## config.mk

```make
export PLATFORM = sky130hd
export DESIGN_NAME = utf8_to_utf16_string_packer_top
export DESIGN_NICKNAME = d
export VERILOG_FILES = /design/src/design/u2u_pkg.sv /design/src/design/u2u_decode.sv /design/src/design/u2u_queue.sv /design/src/design/utf8_to_utf16_string_packer_top.sv
export SDC_FILE = /design/constraint.sdc
export NUM_CORES = 1
export LEC_CHECK = 0
export ABC_AREA = 0
export BUFFER_PORTS_ARGS = -buffer_cell sky130_fd_sc_hd__buf_2
export CAP_MARGIN = 10
export CORE_MARGIN = 1
export CORE_UTILIZATION = 45
export DETAILED_ROUTE_END_ITERATION = 8
export RECOVER_POWER = 100
export SETUP_SLACK_MARGIN = 0.2
export SYNTH_ARGS = -nofsm -noshare
export SYNTH_HDL_FRONTEND = slang
export SYNTH_HIERARCHICAL = 1
export SYNTH_SLANG_ARGS = --single-unit
```

## constraint.sdc

```tcl
create_clock -name clk -period 5 [get_ports clk]
set_clock_uncertainty 0.2 [all_clocks]
set_input_delay 0.25 -clock clk [delete_from_list [all_inputs] [get_ports clk]]
set_output_delay 0.25 -clock clk [all_outputs]
set_load 0.01 [all_outputs]
```

## src/design/u2u_pkg.sv

```systemverilog
// shared types and constants for the utf-8 to utf-16 string packer
// no dependencies; imported by the decoder, the result queue and the top level
package u2u_pkg;

    localparam int BYTE_W      = 8;
    localparam int UNIT_W      = 16;
    localparam int CNT_W       = 8;
    localparam int MAX_CHARS_D = 254;

    // result queue: one byte can push up to three units
    localparam int PUSH_MAX = 3;
    localparam int Q_DEPTH  = 4;
    localparam int Q_PTR_W  = $clog2(Q_DEPTH);
    localparam int Q_CNT_W  = $clog2(Q_DEPTH + 1);
    localparam int PUSH_W   = $clog2(PUSH_MAX + 1);

    typedef enum logic [1:0] {
        KIND_CHAR = 2'd0,
        KIND_TERM = 2'd1,
        KIND_LEN  = 2'd2
    } kind_t;

    typedef struct packed {
        logic [UNIT_W-1:0] code_unit;
        kind_t             unit_kind;
        logic              last_unit;
    } res_t;

    // units produced by one byte, in delivery order from slot 0
    typedef struct packed {
        logic [PUSH_W-1:0]       n;
        res_t [PUSH_MAX-1:0]     unit;
    } push_t;

endpackage

```

## src/design/u2u_decode.sv

```systemverilog
// input register, running string state and per-byte decode
// depends on u2u_pkg; hands a bundle of up to three units to the result queue
module u2u_decode
    import u2u_pkg::*;
#(
    parameter int MAX_CHARS = MAX_CHARS_D
)
(
    input  logic              clk,
    input  logic              rst_n,
    input  logic              byte_valid,
    output logic              byte_stall,
    input  logic [BYTE_W-1:0] in_byte,
    input  logic              end_of_string,
    input  logic              room,
    output push_t             push
);

    logic              valid_reg;
    logic              valid_next;
    logic [BYTE_W-1:0] byte_reg;
    logic              eos_reg;
    logic              load;
    logic              fire;

    logic [UNIT_W-1:0] pv_reg;
    logic [UNIT_W-1:0] pv_next;
    logic [1:0]        bp_reg;
    logic [1:0]        bp_next;
    logic [CNT_W-1:0]  cc_reg;
    logic [CNT_W-1:0]  cc_next;

    logic              char_valid;
    logic [UNIT_W-1:0] char_val;
    logic [UNIT_W-1:0] shifted;
    logic [CNT_W-1:0]  cc_after;
    logic              finish;
    res_t              char_unit;
    res_t              term_unit;
    res_t              len_unit;

    assign fire       = valid_reg && room;
    assign byte_stall = valid_reg && !room;
    assign load       = byte_valid && !byte_stall;
    assign valid_next = load ? 1'b1 : (fire ? 1'b0 : valid_reg);

    always_ff @(posedge clk or negedge rst_n)
    begin
        if (!rst_n)
        begin
            valid_reg <= 1'b0;
            pv_reg    <= '0;
            bp_reg    <= '0;
            cc_reg    <= '0;
        end
        else
        begin
            valid_reg <= valid_next;
            pv_reg    <= pv_next;
            bp_reg    <= bp_next;
            cc_reg    <= cc_next;
        end
    end

    always_ff @(posedge clk)
    begin
        if (load)
        begin
            byte_reg <= in_byte;
            eos_reg  <= end_of_string;
        end
    end

    assign shifted = {pv_reg[UNIT_W-7:0], byte_reg[5:0]};
    assign finish  = eos_reg || (byte_reg == '0);

    always_comb
    begin
        pv_next    = pv_reg;
        bp_next    = bp_reg;
        cc_next    = cc_reg;
        char_valid = 1'b0;
        char_val   = '0;
        push       = '0;

        if (fire && (byte_reg != '0))
        begin
            if (bp_reg != 2'd0)
            begin
                pv_next = shifted;
                bp_next = bp_reg - 2'd1;
                if (bp_reg == 2'd1)
                begin
                    char_valid = 1'b1;
                    char_val   = shifted;
                    pv_next    = '0;
                end
            end
            else if (cc_reg < CNT_W'(MAX_CHARS))
            begin
                if (!byte_reg[7])
                begin
                    char_valid = 1'b1;
                    char_val   = {{(UNIT_W-BYTE_W){1'b0}}, byte_reg};
                end
                else if (byte_reg[7:5] == 3'b110)
                begin
                    pv_next = {{(UNIT_W-5){1'b0}}, byte_reg[4:0]};
                    bp_next = 2'd1;
                end
                else if (byte_reg[7:4] == 4'b1110)
                begin
                    pv_next = {{(UNIT_W-4){1'b0}}, byte_reg[3:0]};
                    bp_next = 2'd2;
                end
                // stray continuation and four-byte leads fall through unchanged
            end
        end

        cc_after = char_valid ? (cc_reg + CNT_W'(1)) : cc_reg;
        if (fire)
        begin
            cc_next = cc_after;
        end

        char_unit = '{code_unit: char_val, unit_kind: KIND_CHAR, last_unit: 1'b0};
        term_unit = '{code_unit: '0, unit_kind: KIND_TERM, last_unit: 1'b0};
        len_unit  = '{code_unit: (cc_after == '0) ? '0
                                 : {{(UNIT_W-CNT_W){1'b0}}, cc_after + CNT_W'(1)},
                      unit_kind: KIND_LEN, last_unit: 1'b1};

        if (fire)
        begin
            if (finish)
            begin
                pv_next = '0;
                bp_next = '0;
                cc_next = '0;
                if (char_valid)
                begin
                    push.n       = PUSH_W'(3);
                    push.unit[0] = char_unit;
                    push.unit[1] = term_unit;
                    push.unit[2] = len_unit;
                end
                else if (cc_after != '0)
                begin
                    push.n       = PUSH_W'(2);
                    push.unit[0] = term_unit;
                    push.unit[1] = len_unit;
                end
                else
                begin
                    push.n       = PUSH_W'(1);
                    push.unit[0] = len_unit;
                end
            end
            else if (char_valid)
            begin
                push.n       = PUSH_W'(1);
                push.unit[0] = char_unit;
            end
        end
    end

endmodule

```

## src/design/u2u_queue.sv

```systemverilog
// small result queue: takes up to three units a cycle, gives one while unit_stall is low
// depends on u2u_pkg; its head entry is the block's output register
module u2u_queue
    import u2u_pkg::*;
(
    input  logic              clk,
    input  logic              rst_n,
    input  push_t             push,
    output logic              room,
    output logic              unit_valid,
    input  logic              unit_stall,
    output res_t              head
);

    res_t               mem_reg [Q_DEPTH];
    logic [Q_PTR_W-1:0] head_reg;
    logic [Q_PTR_W-1:0] head_next;
    logic [Q_PTR_W-1:0] tail_reg;
    logic [Q_PTR_W-1:0] tail_next;
    logic [Q_CNT_W-1:0] count_reg;
    logic [Q_CNT_W-1:0] count_next;
    logic               pop;

    assign unit_valid = (count_reg != '0);
    assign pop        = unit_valid && !unit_stall;
    assign room       = (count_reg <= Q_CNT_W'(Q_DEPTH - PUSH_MAX));
    assign head       = mem_reg[head_reg];

    assign head_next  = pop ? (head_reg + Q_PTR_W'(1)) : head_reg;
    assign tail_next  = tail_reg + Q_PTR_W'(push.n);
    assign count_next = count_reg + Q_CNT_W'(push.n) - Q_CNT_W'(pop);

    always_ff @(posedge clk or negedge rst_n)
    begin
        if (!rst_n)
        begin
            head_reg  <= '0;
            tail_reg  <= '0;
            count_reg <= '0;
        end
        else
        begin
            head_reg  <= head_next;
            tail_reg  <= tail_next;
            count_reg <= count_next;
        end
    end

    always_ff @(posedge clk)
    begin
        for (int i = 0; i < PUSH_MAX; i++)
        begin
            if (PUSH_W'(i) < push.n)
            begin
                mem_reg[tail_reg + Q_PTR_W'(i)] <= push.unit[i];
            end
        end
    end

endmodule

```

## src/design/utf8_to_utf16_string_packer_top.sv

```systemverilog
// top level of the utf-8 to utf-16 string packer
// depends on u2u_pkg, u2u_decode and u2u_queue
//
// usage
//   byte channel: byte_valid/byte_stall with in_byte and end_of_string; one
//   utf-8 byte per item, a zero byte or end_of_string closes the string
//   unit channel: unit_valid/unit_stall with code_unit, unit_kind, last_unit;
//   one item per character completed, then a zero terminator (only when the
//   string kept a character) and a length word flagged by last_unit
//   path: a byte sits in the decoder's input register until the queue has
//   room, then its units are written to the queue, whose head is the output
//   throughput: one byte per cycle while unit_stall is low and each byte
//   gives at most one unit; a closing byte gives up to three units, drained
//   at one per cycle, so the output port sets the rate at string ends
//   the four-entry result queue holds back the byte channel until it has
//   space for three units
//   reset: queue empties, string state clears, no unit is valid
//   receiver stall: the head unit holds; bytes keep flowing until the queue
//   lacks space for a byte's worst case, then byte_stall rises
module utf8_to_utf16_string_packer_top
    import u2u_pkg::*;
#(
    parameter int MAX_CHARS = MAX_CHARS_D
)
(
    input  logic              clk,
    input  logic              rst_n,
    input  logic              byte_valid,
    output logic              byte_stall,
    input  logic [BYTE_W-1:0] in_byte,
    input  logic              end_of_string,
    output logic              unit_valid,
    input  logic              unit_stall,
    output logic [UNIT_W-1:0] code_unit,
    output logic [1:0]        unit_kind,
    output logic              last_unit
);

    push_t push;
    logic  room;
    res_t  head;

    u2u_decode #(
        .MAX_CHARS (MAX_CHARS)
    ) u_decode (
        .clk           (clk),
        .rst_n         (rst_n),
        .byte_valid    (byte_valid),
        .byte_stall    (byte_stall),
        .in_byte       (in_byte),
        .end_of_string (end_of_string),
        .room          (room),
        .push          (push)
    );

    u2u_queue u_queue (
        .clk        (clk),
        .rst_n      (rst_n),
        .push       (push),
        .room       (room),
        .unit_valid (unit_valid),
        .unit_stall (unit_stall),
        .head       (head)
    );

    assign code_unit = head.code_unit;
    assign unit_kind = head.unit_kind;
    assign last_unit = head.last_unit;

    // only the length word closes a string
    a_last_is_len: assert property (@(posedge clk) disable iff (!rst_n)
        unit_valid |-> (last_unit == (unit_kind == KIND_LEN)))
        else $error("last_unit disagrees with unit_kind");

    // terminator and length word are queued together
    a_term_then_len: assert property (@(posedge clk) disable iff (!rst_n)
        (unit_valid && !unit_stall && (unit_kind == KIND_TERM))
        |=> (unit_valid && (unit_kind == KIND_LEN)))
        else $error("terminator not followed by length word");

    // a nonzero length word is within the character limit
    a_len_range: assert property (@(posedge clk) disable iff (!rst_n)
        (unit_valid && (unit_kind == KIND_LEN) && (code_unit != '0))
        |-> ((code_unit >= UNIT_W'(2)) && (code_unit <= UNIT_W'(MAX_CHARS + 1))))
        else $error("length word out of range");

    // a terminator carries a zero code unit
    a_term_zero: assert property (@(posedge clk) disable iff (!rst_n)
        (unit_valid && (unit_kind == KIND_TERM)) |-> (code_unit == '0))
        else $error("terminator not zero");

endmodule
```

==> qor.yml, run 1 <==
multi_input_area_sq_um: 3470
num_vias: 6090
ys_ff_latch: 113
slew_headroom: -0.0991
cts_max_level: 4
start_util: 0.466
drtIter0Drc: 695
syn2layout_area_growth_pct: 13.4
portBuffers: 33
critPathMaxFanout: 38
fillCellCount: 1411
die_x_um: 128
cts.repair.resized: 0
synth_warnings: 6
synth_cells: 759
gp_congestion: 0.909
drt-pass1-iter-count: 5
maxCapViolations: 1
cts_setup_buffers: 0
tightest_slew_ns: 1.65
dpl.hpwl_mm: 12.8
die_area_sq_um: 16400
core_area_sq_um: 15400
fp.dieH_um: 128
top_usage_layer: "met2"
use_met3: 0.0559
grt_pass1_vias: 5922
irDropWorstVdd_v: 0.000219
wl_per_cell_um: 19.3
grt_max_degree: 39
grt_usage: 0.253
grt_setup_unrepaired: "false"
p_per_area_nw_per_um2: 522
clkSinkCount: 113
path_class: "flop to flop"
clock-root-buffer: "clkbuf_16"
antenna_found_initial: 0
num_rows: 45
seq_area_sq_um: 3250
synth.avg_cell_area_sq_um: 9.44
fin_nets: 813
vias_per_cell: 5.99
utilization: 0.529
final-hold-violation-count: 0
required_ns: 4.92
antenna_left: 0
use_met2: 0.425
synth_area_sq_um: 7160
slew_violations: 29
layout_common_cells: "nand2_1, nor2_1, edfxtp_1"
violations: "max-capacitance violations, max-slew violations"
crit_arrival_ns: 4.53
fin_crit_sh: 0.921
finalSetupViolCount: 0
met1_usage: 0.310
holdBufCountCts: 12
ys_seq_area_frac: 0.454
largest_reg_flops: 76
status: "complete, but fails checks"
antennaDiodeCount: 0
yosys_most_used_dff: "edfxtp_1"
clkLatencyLatePin_ns: 0.43
ys_types: 75
cts_tree: "built"
postSynth.asyncResetShare: 0.248
cts_made_buffers: 17
overflow: 0
fin_tns_setup_ns: 0
drc_errors: 0
leakage_nw: 3.03
cts_buffer_depth: 2
clk_pin_slew_ns: 0.05
synth_edf_count: 85
fmax_ghz: 0.217
final_common_cell: "nand2_1"
drive_gt1_frac: 0.128
wirelength_mm: 19.6
worstSetupEndpointType: "flop"
hold_path.class: "flop to flop"
startpoint_type: "flop"
ios: 34
grt_pass1_wl_mm: 31.1
fin_crit_ns: 4.61
==> path summary, 6_finish.rpt <==
path / startpoint / cells past startpoint / slack [ns] / to
min: u_queue/count_reg[2]$_DFF_PN0_ / 1 / 0.31 / u_queue/count_reg[2]$_DFF_PN0_
max: u_decode/byte_reg[4]$_DFFE_PP_ / 12 / 0.39 / u_queue/mem_reg[0][15]$_DFFE_PP_
min reg2reg: u_queue/count_reg[2]$_DFF_PN0_ / 1 / 0.31 / u_queue/count_reg[2]$_DFF_PN0_
max reg2reg: u_decode/byte_reg[4]$_DFFE_PP_ / 12 / 0.39 / u_queue/mem_reg[0][15]$_DFFE_PP_
max in group asynchronous: rst_n / 2 / 3.05 / u_decode/pv_reg[2]$_DFF_PN0_
min in group asynchronous: rst_n / 2 / 0.58 / u_queue/count_reg[0]$_DFF_PN0_
==> power breakdown <==
| part | leakage, nW | switching [mW] | internal (mW) |
|---|---|---|---|
| logic | 1.57 | 0.873 | 0.548 |
| clock network | 0.298 | 0.439 | 0.878 |
| registers | 1.16 | 0.182 | 1.32 |
| total | 3.03 | 1.49 | 2.75 |
==> worst max-delay path, cell delays in order, from the launching register on <==
cell and delay (ns):
edfxtp_1 0.51, or4_4 0.60, o21ai_2 0.29, nor2_1 0.20, mux2_2 0.32, inv_1 0.06
ha_1 0.12, o21ai_1 0.11, or3_4 0.43, o21a_1 0.41, nand4b_1 0.19, buf_2 0.61
a31oi_1 0.21
==> metrics by stage <==
| step | area, sq um | hold WS [ns] | worst slack, ns | power [mW] | instances |
|---|---|---|---|---|---|
| after floorplan | 7220 | -0.246 | 0.0835 | 2.51 | 775 |
| after global placement | 7440 | 0.111 | 0.674 | 2.96 | 972 |
| after detailed placement | 7440 | 0.133 | 0.589 | 2.99 | 972 |
| after CTS | 8200 | 0.217 | 0.563 | 4.32 | 1016 |
| after global routing | 8120 | 0.323 | 0.191 | 4.48 | 1016 |
| final | 8120 | 0.312 | 0.393 | 4.24 | 1016 |
==> final cells by class <==
class                           instances  area share
Clock buffer                           17      0.0524
Sequential cell                       113       0.400
Multi-Input combinational cell        573       0.427
Clock inverter                         15      0.0263
Inverter                               16     0.00739
Tap cell                              211      0.0325
Timing Repair Buffer                   71      0.0536
==> cells in the mapped netlist (4+ instances only) <==
cell        n  area [sq um]
a21oi_1     9          45.0
ha_1        7          87.6
dfrtp_1    28           701
a22oi_1     5          37.5
o31ai_2     4          50.1
nor2_1    111           417
clkbuf_1   14          52.6
buf_4      24           180
a31oi_1    77           482
and3_1     17           106
edfxtp_1   85          2550
o21ai_0     9          45.0
nand2_1   171           642
a32oi_1     6          52.6
mux4_2     19           428
xor2_1      4          35.0
and3b_1     4          35.0
nor3b_1     5          37.5
nand2b_1    4          25.0
and2_1      4          25.0
xnor2_1     9          78.8
buf_2      31           155
nand3_1     8          40.0
nand4_1     4          25.0
o21a_1      4          30.0
nor3_1     10          50.1
inv_1      16          60.1
==> layer usage <==
| layer | vias to the layer above | part of all wire |
|---|---|---|
| li1 | 2790 | - |
| met4 | 0 | 0.026 |
| met1 | 2911 | 0.41 |
| met2 | 333 | 0.49 |
| met3 | 56 | 0.079 |
| met5 | - | 0 |
==> kinds of logic after synthesis <==
logic type / synth area share
buffers and inverters: 0.0678
XOR/XNOR: 0.0159
AO/OA/AOI/OAI: 0.145
other: 0.000524
multiplexers: 0.0641
adder cells (fa/ha/maj): 0.0150
AND/OR/NAND/NOR: 0.237
flip-flops: 0.454
Note: power is estimated with default switching activity, not from simulation.
==> run 2: changes to the inputs <==
--- a/config.mk
+++ b/config.mk
@@ -5,7 +5,7 @@
 export SDC_FILE = /design/constraint.sdc
 export NUM_CORES = 1
 export LEC_CHECK = 0
-export ABC_AREA = 0
+export ABC_AREA = 1
 export BUFFER_PORTS_ARGS = -buffer_cell sky130_fd_sc_hd__buf_2
 export CAP_MARGIN = 10
 export CORE_MARGIN = 1
==> run 2 against run 1 <==
Effect of this change:
- the flow still finishes with violations (max-capacitance violations, max-slew violations)
- critical path depth grew 4
- sequential power rose by 5%
- synthesized area increased by 4.8%
==> qor.yml, run 2 <==
status: "complete, but fails checks"  # unchanged
violations: "max-capacitance violations, max-slew violations"  # unchanged
dpl.hpwl_mm: 13.5  # was 12.8 mm
synth_top_area_cell: "edfxtp_1"  # unchanged
gp_congestion: 0.911  # was 0.909
tightest_slew_ns: 1.89  # was 1.65 ns
crit_start: "u_queue/count_reg[2]$_DFF_PN0_"  # was u_decode/byte_reg[4]$_DFFE_PP_
yosysMostFrequentCell: "nand2_1"  # unchanged
portBuffers: 33  # unchanged
synth_edf_count: 85  # unchanged
core_area_sq_um: 16100  # was 15400 sq um
fp.dieH_um: 131  # was 128 um
irDropWorstVdd_v: 0.000263  # was 0.000219 V
leakage_nw: 3.91  # was 3.03 nW
clk_pin_slew_ns: 0.05  # about the same
vias_per_cell: 5.28  # was 5.99
final-hold-violation-count: 0  # unchanged
fin_nets: 1064  # was 813
r2r-end: "u_queue/mem_reg[2][6]$_DFFE_PP_"  # was u_queue/mem_reg[0][15]$_DFFE_PP_
synth_warnings: 6  # unchanged
crit_buf_inv: 4  # was 2
grt_usage: 0.253  # about the same
postSynth.asyncResetShare: 0.248  # unchanged
p_per_area_nw_per_um2: 610  # was 522 nW/um^2
preCtsSetupSlack_ns: 0.665  # was 0.589 ns
finalSetupViolCount: 0  # unchanged
drt-pass1-iter-count: 5  # unchanged
yosys_most_used_dff: "edfxtp_1"  # unchanged
cts_setup_buffers: 0  # unchanged
num_rows: 46  # was 45
die_area_sq_um: 17200  # was 16400 sq um
path_class: "flop to flop"  # unchanged
worst_slack_ns: 0.513  # was 0.393 ns
synth_area_leaders: "edfxtp_1, nand2_1, dfrtp_1"  # was edfxtp_1, dfrtp_1, nand2_1
holdBufCountCts: 12  # unchanged
seq_area_sq_um: 3250  # unchanged
worstSetupEndpointType: "flop"  # unchanged
grt_pass1_vias: 6263  # was 5922
fmax_ghz: 0.223  # was 0.217 GHz
rrSetupSlack_ns: 0.51  # was 0.39 ns
ys_seq_area_frac: 0.433  # was 0.454
multi_input_area_sq_um: 3460  # was 3470 sq um
maxCapViolations: 2  # was 1
antenna_left: 0  # unchanged
crit_top_cell: "nand3_1"
num_vias: 6717  # was 6090
start_util: 0.466  # about the same
cts_buffer_depth: 2  # unchanged
antenna_found_initial: 0  # unchanged
drtIter0Drc: 620  # was 695
layout_common_cells: "nand2_1, nand3_1, nor2_1"  # was nand2_1, nor2_1, edfxtp_1
synth.avg_cell_area_sq_um: 7.32  # was 9.44 sq um
wl_per_cell_um: 16.2  # was 19.3 um
slew_violations: 70  # was 29
crit_arrival_ns: 4.34  # was 4.53 ns
grt_max_degree: 41  # was 39
drive_gt1_frac: 0.0833  # was 0.128
fin_crit_sh: 0.897  # was 0.921
grt_setup_unrepaired: "false"  # unchanged
hold_end: "u_decode/valid_reg$_DFFE_PN0P_"  # was u_queue/count_reg[2]$_DFF_PN0_
r2r-start: "u_queue/count_reg[2]$_DFF_PN0_"  # was u_decode/byte_reg[4]$_DFFE_PP_
netlist.area_leader.share: 0.340  # was 0.356
crit_slowest_cell: "clkbuf_2"  # was buf_2
cts.repair.resized: 0  # unchanged
synth_area_sq_um: 7510  # was 7160 sq um
path_cells: "nor2_1 -> nand2_1 -> nor2_4 -> nand2_4 -> xor2_1 -> inv_1 -> ha_1 -> nand3_1 -> nor2_1 -> nand3_1 -> nand2_1 -> inv_2 -> buf_4 -> nand3_1 -> nand3_1 -> clkbuf_2"  # was or4_4 -> o21ai_2 -> nor2_1 -> mux2_2 -> inv_1 -> ha_1 -> o21ai_1 -> or3_4 -> o21a_1 -> nand4b_1 -> buf_2 -> a31oi_1
drc_errors: 0  # unchanged
required_ns: 4.86  # was 4.92 ns
largest_reg_flops: 76  # unchanged
ios: 34  # unchanged
synth_common_cells: "nand2_1, nand3_1, nor2_1"  # was nand2_1, nor2_1, edfxtp_1
holdPathStages: 2  # was 1
cts_made_buffers: 17  # unchanged
cp_top_family: "simple AND/OR/NAND/NOR gates"  # unchanged
ys_ff_latch: 113  # unchanged
worstHoldStart: "u_decode/valid_reg$_DFFE_PN0P_"  # was u_queue/count_reg[2]$_DFF_PN0_
die_x_um: 131  # was 128 um
ys_types: 37  # was 75
slowest_delay_ns: 0.54  # was 0.61 ns
syn2layout_area_growth_pct: 11.9  # was 13.4%
cts_max_level: 4  # unchanged
overflow: 0  # unchanged
final_common_cell: "nand2_1"  # unchanged
clock-root-buffer: "clkbuf_16"  # unchanged
fin_crit_ns: 4.49  # was 4.61 ns
cts_tree: "built"  # unchanged
slew_headroom: -0.261  # was -0.0991
grt_pass1_wl_mm: 34.1  # was 31.1 mm
hold_path.class: "flop to flop"  # unchanged
ff2ff_path_depth: 16  # was 12
clkSinkCount: 113  # unchanged
synth_cells: 1026  # was 759
critPathMaxFanout: 24  # was 38
clkLatencyLatePin_ns: 0.43  # about the same
fin_tns_setup_ns: 0  # unchanged
startpoint_type: "flop"  # unchanged
antennaDiodeCount: 0  # unchanged
fillCellCount: 1602  # was 1411
wirelength_mm: 20.6  # was 19.6 mm
-- run 2: cell types whose count changed in the layout (fill, tap and decap cells not counted), moves of 42 or more --
cell	previous run	this run
a31oi_1	77	0
inv_1	16	86
nand2_1	171	326
nand3_1	8	118
o21ai_0	8	62
nand4_1	4	46
-- run 2: final cells by class --
| type | instances | share of cell area |
|---|---|---|
| multi-input cells | 753 | 0.412 |
| clock buffers | 18 | 0.0511 |
| inverters | 94 | 0.0420 |
| well taps | 216 | 0.0322 |
| repair buffers | 64 | 0.0503 |
| clock inverters | 14 | 0.0255 |
| flip-flops and latches | 113 | 0.387 |
-- run 2: worst max path at each step --
stage | endpoint | slack [ns] | cells past startpoint
floorplan | u_queue/mem_reg[3][0]$_DFFE_PP_ | 0.68 | 17
global placement | u_queue/mem_reg[1][9]$_DFFE_PP_ | 0.77 | 19
detailed placement | u_queue/mem_reg[1][18]$_DFFE_PP_ | 0.67 | 19
CTS | u_queue/mem_reg[1][7]$_DFFE_PP_ | 0.66 | 19
global route | u_queue/mem_reg[1][7]$_DFFE_PP_ | 0.13 | 16
finish | u_queue/mem_reg[2][6]$_DFFE_PP_ | 0.51 | 16
-- run 2: per-stage QoR --
step / area (sq um) / hold WS (ns) / instances / total power, mW / util
2_1_floorplan: 7570 / -0.246 / 1042 / 3.21 / -
3_3_place_gp: 7680 / 0.119 / 1227 / 3.83 / 0.477
3_5_place_dp: 7680 / 0.121 / 1227 / 3.84 / 0.477
4_1_cts: 8440 / 0.203 / 1271 / 5.18 / 0.524
5_1_grt: 8400 / 0.319 / 1272 / 5.49 / 0.521
6_report: 8400 / 0.294 / 1272 / 5.12 / 0.521
-- run 2: where the power goes --
group          total (mW)  switching (mW)  internal (mW)
clock                1.32           0.442          0.881
combinational        2.22            1.59          0.635
sequential           1.58           0.165           1.41
-- run 2: layer usage --
layer / wire length [um] / global-route usage / up-vias
met5: 0 / 0 / -
met4: 258 / 0.0961 / 0
met3: 1450 / 0.0444 / 22
met2: 9220 / 0.387 / 264
met1: 9630 / 0.356 / 3068
li1: - / - / 3363
-- run 2: kinds of logic after synthesis --
| family | count (synthesis) | synth area share |
|---|---|---|
| compound gates | 91 | 0.0640 |
| xor+xnor | 10 | 0.0142 |
| fa+ha+maj | 8 | 0.0143 |
| buf+inv | 176 | 0.110 |
| flops | 113 | 0.433 |
| other cells | 1 | 0.000499 |
| simple gates | 627 | 0.363 |
-- run 2: worst min-delay path: stages, from the launching register on --
cell     delay, ns
dfrtp_1       0.34
nand2_1       0.07
nand2_1       0.05
